`src/design/mctb_pkg.sv`:
```
package mctb_pkg;

   localparam int TIMER_COUNT = 8;
   localparam int INDEX_WIDTH = 3;
   localparam int COUNT_WIDTH = 32;
   localparam int STEP_WIDTH  = 5;

   localparam logic [COUNT_WIDTH-1:0] TENTHS_FACTOR  = 32'd100;
   localparam logic [COUNT_WIDTH-1:0] SECONDS_FACTOR = TENTHS_FACTOR * 32'd10;
   localparam logic [COUNT_WIDTH-1:0] MINUTES_FACTOR = SECONDS_FACTOR * 32'd60;

   typedef enum logic [2:0] {
      OP_TICK    = 3'd0,
      OP_START   = 3'd1,
      OP_SET     = 3'd2,
      OP_GET     = 3'd3,
      OP_PAUSE   = 3'd4,
      OP_STOP    = 3'd5,
      OP_STOPALL = 3'd6,
      OP_SERVICE = 3'd7
   } opcode_type;

   typedef enum logic [1:0] {
      UNIT_MS      = 2'd0,
      UNIT_TENTHS  = 2'd1,
      UNIT_SECONDS = 2'd2,
      UNIT_MINUTES = 2'd3
   } unit_type;

   typedef enum logic [2:0] {
      ST_IDLE,
      ST_TICK,
      ST_SERVICE,
      ST_MUL,
      ST_WRITE,
      ST_DIV,
      ST_RESP
   } state_type;

   localparam logic KIND_VALUE  = 1'b0;
   localparam logic KIND_REPORT = 1'b1;

   function automatic logic [COUNT_WIDTH-1:0] unit_factor(input logic [1:0] code);
      logic [COUNT_WIDTH-1:0] f;
      unique case (unit_type'(code))
         UNIT_MS:      f = 32'd1;
         UNIT_TENTHS:  f = TENTHS_FACTOR;
         UNIT_SECONDS: f = SECONDS_FACTOR;
         UNIT_MINUTES: f = MINUTES_FACTOR;
      endcase
      return f;
   endfunction

endpackage

```
`src/design/multi_countdown_timer_bank_top.sv`:
```
// Tick and service: busy while the walk visits one timer per cycle; tick decrements go
// through the shared subtractor, and service reports appear at most one per cycle, in the
// cycle after the walk visits the flagged timer. Start and set: busy through a multiply
// state and a write-back state. Get: busy through 32 restoring divide steps and an answer
// state; the answer strobes in the cycle after that. Pause, stop and stop all complete at acceptance.
// Synchronous reset clears every count, flag and unit; results cannot be stalled.
module multi_countdown_timer_bank_top (
   input  logic                                clock,
   input  logic                                reset,
   input  logic                                start,
   output logic                                busy,
   input  logic [2:0]                          req_opcode,
   input  logic [mctb_pkg::INDEX_WIDTH-1:0]    req_timer_index,
   input  logic [mctb_pkg::COUNT_WIDTH-1:0]    req_duration,
   input  logic [1:0]                          req_unit_code,
   input  logic                                req_hold,
   output logic                                rsp_valid,
   output logic                                rsp_result_kind,
   output logic [mctb_pkg::INDEX_WIDTH-1:0]    rsp_result_timer,
   output logic [mctb_pkg::COUNT_WIDTH-1:0]    rsp_result_value,
   output logic                                rsp_last_result
);

   localparam int N = mctb_pkg::TIMER_COUNT;
   localparam int W = mctb_pkg::COUNT_WIDTH;
   localparam int IW = mctb_pkg::INDEX_WIDTH;

   mctb_pkg::state_type  state_ff, state_in;
   mctb_pkg::opcode_type op_ff, op_in;
   logic [IW-1:0]        idx_ff, idx_in;
   logic [W-1:0]         dur_ff, dur_in;
   logic [1:0]           unit_cmd_ff, unit_cmd_in;

   logic [W-1:0]         count_ff [N];
   logic [W-1:0]         count_in [N];
   logic [1:0]           unit_ff [N];
   logic [1:0]           unit_in [N];
   logic [N-1:0]         expired_ff, expired_in;
   logic [N-1:0]         paused_ff, paused_in;

   logic [IW-1:0]        walk_ff, walk_in;
   logic [mctb_pkg::STEP_WIDTH-1:0] step_ff, step_in;
   logic [W-1:0]         prod_ff, prod_in;
   logic [W-1:0]         rem_ff, rem_in;
   logic [W-1:0]         quo_ff, quo_in;
   logic [W-1:0]         divisor_ff, divisor_in;

   logic                 rsp_valid_ff, rsp_valid_in;
   logic                 rsp_kind_ff, rsp_kind_in;
   logic [IW-1:0]        rsp_timer_ff, rsp_timer_in;
   logic [W-1:0]         rsp_value_ff, rsp_value_in;
   logic                 rsp_last_ff, rsp_last_in;

   // Shared subtractor: decrement during a tick walk, trial subtraction during a divide.
   logic [W-1:0]         sub_a, sub_b;
   logic [W:0]           sub_diff;
   logic                 sub_borrow;
   logic [W-1:0]         mul_factor;
   logic [W-1:0]         mul_product;
   logic                 req_valid_idx;
   logic [N-1:0]         higher_flags;

   assign req_valid_idx = ({1'b0, req_timer_index} < (IW+1)'(N));

   always_comb begin
      if (state_ff == mctb_pkg::ST_DIV) begin
         sub_a = {rem_ff[W-2:0], quo_ff[W-1]};
         sub_b = divisor_ff;
      end else begin
         sub_a = count_ff[walk_ff];
         sub_b = W'(1);
      end
   end

   assign sub_diff   = {1'b0, sub_a} - {1'b0, sub_b};
   assign sub_borrow = sub_diff[W];

   assign mul_factor  = (op_ff == mctb_pkg::OP_START) ? mctb_pkg::unit_factor(unit_cmd_ff)
                                                      : mctb_pkg::unit_factor(unit_ff[idx_ff]);
   assign mul_product = dur_ff * mul_factor;

   assign higher_flags = (expired_ff >> walk_ff) >> 1;

   always_comb begin
      state_in     = state_ff;
      op_in        = op_ff;
      idx_in       = idx_ff;
      dur_in       = dur_ff;
      unit_cmd_in  = unit_cmd_ff;
      count_in     = count_ff;
      unit_in      = unit_ff;
      expired_in   = expired_ff;
      paused_in    = paused_ff;
      walk_in      = walk_ff;
      step_in      = step_ff;
      prod_in      = prod_ff;
      rem_in       = rem_ff;
      quo_in       = quo_ff;
      divisor_in   = divisor_ff;
      rsp_valid_in = 1'b0;
      rsp_kind_in  = rsp_kind_ff;
      rsp_timer_in = rsp_timer_ff;
      rsp_value_in = rsp_value_ff;
      rsp_last_in  = rsp_last_ff;

      unique case (state_ff)
         mctb_pkg::ST_IDLE: begin
            if (start) begin
               op_in       = mctb_pkg::opcode_type'(req_opcode);
               idx_in      = req_timer_index;
               dur_in      = req_duration;
               unit_cmd_in = req_unit_code;
               walk_in     = '0;
               unique case (mctb_pkg::opcode_type'(req_opcode))
                  mctb_pkg::OP_TICK:    state_in = mctb_pkg::ST_TICK;
                  mctb_pkg::OP_SERVICE: state_in = mctb_pkg::ST_SERVICE;
                  mctb_pkg::OP_START,
                  mctb_pkg::OP_SET: begin
                     if (req_valid_idx) state_in = mctb_pkg::ST_MUL;
                  end
                  mctb_pkg::OP_GET: begin
                     if (req_valid_idx) begin
                        rem_in     = '0;
                        quo_in     = count_ff[req_timer_index];
                        divisor_in = mctb_pkg::unit_factor(unit_ff[req_timer_index]);
                        step_in    = '0;
                        state_in   = mctb_pkg::ST_DIV;
                     end else begin
                        // A timer outside the bank reads as zero straight away.
                        rsp_valid_in = 1'b1;
                        rsp_kind_in  = mctb_pkg::KIND_VALUE;
                        rsp_timer_in = req_timer_index;
                        rsp_value_in = '0;
                        rsp_last_in  = 1'b1;
                     end
                  end
                  mctb_pkg::OP_PAUSE: begin
                     if (req_valid_idx) paused_in[req_timer_index] = req_hold;
                  end
                  mctb_pkg::OP_STOP: begin
                     if (req_valid_idx) begin
                        count_in[req_timer_index]   = '0;
                        unit_in[req_timer_index]    = '0;
                        expired_in[req_timer_index] = 1'b0;
                        paused_in[req_timer_index]  = 1'b0;
                     end
                  end
                  mctb_pkg::OP_STOPALL: begin
                     for (int t = 0; t < N; t++) begin
                        count_in[t] = '0;
                        unit_in[t]  = '0;
                     end
                     expired_in = '0;
                     paused_in  = '0;
                  end
               endcase
            end
         end

         mctb_pkg::ST_TICK: begin
            if ((count_ff[walk_ff] != '0) && !paused_ff[walk_ff]) begin
               count_in[walk_ff] = sub_diff[W-1:0];
               if (sub_diff[W-1:0] == '0) expired_in[walk_ff] = 1'b1;
            end
            walk_in = walk_ff + 1'b1;
            if (walk_ff == IW'(N-1)) state_in = mctb_pkg::ST_IDLE;
         end

         mctb_pkg::ST_SERVICE: begin
            if (expired_ff[walk_ff]) begin
               expired_in[walk_ff] = 1'b0;
               rsp_valid_in = 1'b1;
               rsp_kind_in  = mctb_pkg::KIND_REPORT;
               rsp_timer_in = walk_ff;
               rsp_value_in = '0;
               // The last report is the one with no flagged timer above it.
               rsp_last_in  = (higher_flags == '0);
            end
            walk_in = walk_ff + 1'b1;
            if (walk_ff == IW'(N-1)) state_in = mctb_pkg::ST_IDLE;
         end

         mctb_pkg::ST_MUL: begin
            prod_in  = mul_product;
            state_in = mctb_pkg::ST_WRITE;
         end

         mctb_pkg::ST_WRITE: begin
            count_in[idx_ff] = prod_ff;
            if (op_ff == mctb_pkg::OP_START) begin
               unit_in[idx_ff]    = unit_cmd_ff;
               expired_in[idx_ff] = (prod_ff == '0);
            end
            state_in = mctb_pkg::ST_IDLE;
         end

         mctb_pkg::ST_DIV: begin
            rem_in  = sub_borrow ? sub_a : sub_diff[W-1:0];
            quo_in  = {quo_ff[W-2:0], !sub_borrow};
            step_in = step_ff + 1'b1;
            if (step_ff == mctb_pkg::STEP_WIDTH'(W-1)) state_in = mctb_pkg::ST_RESP;
         end

         mctb_pkg::ST_RESP: begin
            rsp_valid_in = 1'b1;
            rsp_kind_in  = mctb_pkg::KIND_VALUE;
            rsp_timer_in = idx_ff;
            rsp_value_in = quo_ff;
            rsp_last_in  = 1'b1;
            state_in     = mctb_pkg::ST_IDLE;
         end

         default: state_in = mctb_pkg::ST_IDLE;
      endcase
   end

   always_ff @(posedge clock) begin
      if (reset) begin
         state_ff     <= mctb_pkg::ST_IDLE;
         rsp_valid_ff <= 1'b0;
         expired_ff   <= '0;
         paused_ff    <= '0;
         for (int t = 0; t < N; t++) begin
            count_ff[t] <= '0;
            unit_ff[t]  <= '0;
         end
      end else begin
         state_ff     <= state_in;
         rsp_valid_ff <= rsp_valid_in;
         expired_ff   <= expired_in;
         paused_ff    <= paused_in;
         count_ff     <= count_in;
         unit_ff      <= unit_in;
      end
   end

   always_ff @(posedge clock) begin
      op_ff        <= op_in;
      idx_ff       <= idx_in;
      dur_ff       <= dur_in;
      unit_cmd_ff  <= unit_cmd_in;
      walk_ff      <= walk_in;
      step_ff      <= step_in;
      prod_ff      <= prod_in;
      rem_ff       <= rem_in;
      quo_ff       <= quo_in;
      divisor_ff   <= divisor_in;
      rsp_kind_ff  <= rsp_kind_in;
      rsp_timer_ff <= rsp_timer_in;
      rsp_value_ff <= rsp_value_in;
      rsp_last_ff  <= rsp_last_in;
   end

   assign busy             = (state_ff != mctb_pkg::ST_IDLE);
   assign rsp_valid        = rsp_valid_ff;
   assign rsp_result_kind  = rsp_kind_ff;
   assign rsp_result_timer = rsp_timer_ff;
   assign rsp_result_value = rsp_value_ff;
   assign rsp_last_result  = rsp_last_ff;

   a_tick_goes_busy: assert property (@(posedge clock) disable iff (reset)
      (start && !busy && (req_opcode == mctb_pkg::OP_TICK)) |=> busy)
      else $error("tick command did not start a walk");

   a_value_is_last: assert property (@(posedge clock) disable iff (reset)
      (rsp_valid && (rsp_result_kind == mctb_pkg::KIND_VALUE)) |-> rsp_last_result)
      else $error("read answer not marked as final word");

   a_report_clears_flag: assert property (@(posedge clock) disable iff (reset)
      (rsp_valid && (rsp_result_kind == mctb_pkg::KIND_REPORT)) |->
         !expired_ff[rsp_result_timer])
      else $error("reported timer still flagged");

   a_quiet_during_tick: assert property (@(posedge clock) disable iff (reset)
      (state_ff == mctb_pkg::ST_TICK) |-> !rsp_valid)
      else $error("result word during a tick walk");

endmodule
```
`config.mk`:
```
export PLATFORM = sky130hd
export DESIGN_NAME = multi_countdown_timer_bank_top
export DESIGN_NICKNAME = d
export VERILOG_FILES = /design/src/design/mctb_pkg.sv /design/src/design/multi_countdown_timer_bank_top.sv
export SDC_FILE = /design/constraint.sdc
export NUM_CORES = 2
export LEC_CHECK = 0
export BUFFER_PORTS_ARGS = -buffer_cell sky130_fd_sc_hd__clkbuf_2
export CAP_MARGIN = 20
export CORE_MARGIN = 8
export CORE_UTILIZATION = 30
export CTS_CLUSTER_DIAMETER = 150
export DETAILED_ROUTE_END_ITERATION = 8
export GPL_TIMING_DRIVEN = 0
export PLACE_DENSITY = 0.51
export SLEW_MARGIN = 25
export SYNTH_ARGS = -nofsm -noshare
export SYNTH_HDL_FRONTEND = slang
export SYNTH_SLANG_ARGS = --single-unit
```
`constraint.sdc`:
```
create_clock -name clock -period 13 [get_ports clock]
set_clock_uncertainty 0.2 [all_clocks]
set_input_delay 3.25 -clock clock [delete_from_list [all_inputs] [get_ports clock]]
set_output_delay 3.25 -clock clock [all_outputs]
set_load 0.005 [all_outputs]
```
==> flow_summary.json <==
{
  "cts_tree": "done",
  "core-area_sq_um": 123000,
  "syn-cell-area_sq_um": 37000,
  "outcome": "finished with violations",
  "grt_use_met3_pct": 9.47,
  "gr-usage-met2_pct": 43.0,
  "hold_class": "register to register",
  "grt_use_total_pct": 28.4,
  "start_util_pct": 30.1,
  "combPwrFrac_pct": 58.5,
  "gp_congestion": 1.05,
  "period_minus_slack_ps": 10420,
  "regToRegSetupSlack_ps": 2580,
  "grt_pass1_vias": 34357,
  "cts_setup_buffers": 0,
  "clockBufferDepth": 3,
  "peakVddDrop_v": 0.000166,
  "num_vias": 35157,
  "use_met1_pct": 34.0,
  "syn_nets": 4488,
  "ys.flop_type": "dfxtp_1",
  "relSlewSlack_pct": 18.0,
  "worst_pin_slew_ps": 1230,
  "die-area_sq_um": 135000,
  "hold_viol_final": 0,
  "routed_wl_um": 200000,
  "ant_nets": 0,
  "wire_per_inst_um": 34.1,
  "timing.fmax_ghz": 0.0960,
  "slew_violations": 0,
  "dp_cells": 5725,
  "numCtsBuffers": 66,
  "die_h_um": 367,
  "sequentialPowerShare_pct": 20.3,
  "cts_resized": 0,
  "ys_ff_latch": 478,
  "setup_tns_ps": 0,
  "final_nets": 4652,
  "syn_inst": 3994,
  "p_switching_mw": 4.71,
  "grt.overflow.total": 0,
  "synthDistinctLibCells": 106,
  "ys_warn_count": 0,
  "end_kind": "register",
  "grt_max_degree": 44,
  "drt_first_pass_iters": 9,
  "pwr_density_cell_nw_per_um2": 213,
  "synthArstFlopShare_pct": 0,
  "p_clk_share_pct": 21.3,
  "start_kind": "register",
  "io_pins": 83,
  "dr.first_iter.drc_count": 4886,
  "synth-simple-area-share_pct": 14.8,
  "rsz0062_at_grt": "no",
  "drive_gt1_share_pct": 10.4,
  "cell_internal_pwr_mw": 4.25,
  "numPortBuffers": 81,
  "cts_hold_buffers": 0,
  "synth_xor_area_share_pct": 1.91,
  "insertion_delay_ps": 710,
  "synthAdderAreaFrac_pct": 19.4,
  "clock-sinks": 478,
  "synth_area_per_cell_sq_um": 9.26,
  "sw_frac_of_total_pct": 52.6,
  "violations": "DRC",
  "leakagePower_nw": 17.2,
  "hpwl_um": 152000,
  "synth_edf_count": 186,
  "setup_viol": 0,
  "synth.yosys.seq_area_share_pct": 30.9,
  "drv_cap": 0,
  "p_total_mw": 8.96,
  "worstPathRequired_ps": 13210,
  "die_width_um": 367,
  "drc_errors": 3,
  "antenna_found_initial": 12,
  "area_growth_pct": 13.8,
  "cp.arrival_ps": 10620,
  "synth_mux_area_share_pct": 6.15,
  "critPathMaxFanout": 10,
  "layout_worst_path_cycle_share_pct": 80.1,
  "synth_top_family_by_area": "compound AO/OA/AOI/OAI gates",
  "crit_type": "register to register",
  "synth_compound_area_share_pct": 20.6,
  "fp-row-count": 129,
  "cts_root_buf": "clkbuf_16",
  "path_clk_slew_ps": 60,
  "viasPerCell": 6.00,
  "cts_max_level": 3,
  "busiest_layer": "met2",
  "layout.cells.non_filler": 5861,
  "grt_pass1_wl_um": 273000
}
==> final timing paths <==
path | startpoint | endpoint | depth (start not counted)
hold / removal | paused_ff[6] | paused_ff[6] | 2
hold reg to reg | paused_ff[6] | paused_ff[6] | 2
setup / recovery | idx_ff[1] | prod_ff[31] | 26
setup reg to reg | idx_ff[1] | prod_ff[31] | 26
==> flip-flops by register name, indices dropped and copies added, names as in the netlist <==
signal,cells
rsp_last_result,1
unit_ff,16
unit_cmd_ff,2
idx_ff,3
dur_ff,32
divisor_ff,6
rem_ff,31
rsp_result_value,32
count_ff,256
prod_ff,32
rsp_result_timer,3
quo_ff,32
expired_ff,8
op_ff,3
step_ff,5
state_ff,3
paused_ff,8
rsp_valid,1
rsp_result_kind,1
walk_ff,3
==> per-layer routing <==
layer,up-vias,share of wire (%)
li1,14869,-
met1,17436,38
met2,2181,43
met3,663,11
met4,8,8.1
met5,-,0.036
==> per-stage QoR <==
step	util [%]	hold WS (ps)	area, sq um	setup WS (ps)
3_3_place_gp	32.1	304	39400	2320
3_5_place_dp	32.4	309	39800	2650
4_1_cts	34.2	316	42000	2590
6_report	34.2	318	42100	2580
5_1_grt	34.2	342	42100	2160
2_1_floorplan	-	275	37000	4880
==> synthesized netlist by cell type (32+ instances only) <==
cell type  number  share of area (%)
a22o_1        128                3.0
dfxtp_1       292                 16
ha_1          246                8.3
mux2i_1        99                2.7
a221oi_1       35               0.83
fa_1          204                 11
nand2_1       220                2.2
and2_1        130                2.2
a222oi_1       74                2.0
a22oi_1       249                5.1
clkbuf_1      263                2.7
mux2_2         49                1.5
and3_1         83                1.4
edfxtp_1      186                 15
nand3_1        32               0.43
nor2_1        549                5.6
a21oi_1       224                3.0
inv_1         247                2.5
xnor2_1        57                1.3
o21ai_0       127                1.7
==> kinds of logic after synthesis <==
kind of cell,Yosys count
DFF,478
and+or+nand+nor,1172
xor gates and xnor gates,80
adders and majority gates,452
buffers and inverters,572
AOI/OAI and AO/OA,1059
muxes,181
==> power groups by stage <==
stage               combinational, mW  sequential (mW)  clock (mW)
floorplan                        2.90             1.79           0
global placement                 4.92             1.85           0
detailed placement               5.00             1.84           0
CTS                              5.03             1.81        1.92
global route                     5.41             1.82        1.98
finish                           5.24             1.82        1.91
==> worst max-delay path, stage by stage (launching register included) <==
cell	delay, ps
edfxtp_1	490
clkbuf_1	470
or3b_2	570
o211ai_1	590
o21a_1	510
clkbuf_1	370
clkbuf_1	470
and3_1	360
fa_1	470
fa_1	410
inv_1	100
fa_1	400
fa_1	490
inv_1	40
ha_1	260
ha_1	300
fa_1	500
fa_1	410
ha_1	380
nand3_1	90
o21ai_0	320
o41ai_1	230
o311ai_1	730
nand2_1	220
o311ai_0	380
o211ai_1	180
xnor2_1	160
==> layout by cell type (no fill, tap or decap), types with 29 or more instances in the layout <==
master	instances
nor2_1	542
dfxtp_1	292
a22oi_1	249
inv_1	246
ha_1	246
clkbuf_1	233
a21oi_1	224
nand2_1	220
fa_1	204
edfxtp_1	186
and2_1	129
clkbuf_2	128
a22o_1	128
o21ai_0	122
mux2i_1	98
and3_1	83
a222oi_1	74
clkbuf_16	68
xnor2_1	52
mux2_2	49
a221oi_1	33
nand3_1	32
a211oi_1	29
==> area by class of cell <==
class	instances	area, sq um
fill	12759	80900
multi-input combinational	2944	23400
sequential	478	11400
tap	1637	2050
clock buffer	89	1840
buffer	323	1440
inverter	249	935
timing repair buffer	96	598
clock inverter	33	344
antenna	12	30.0
No activity file was read; power rests on OpenSTA's default activity.
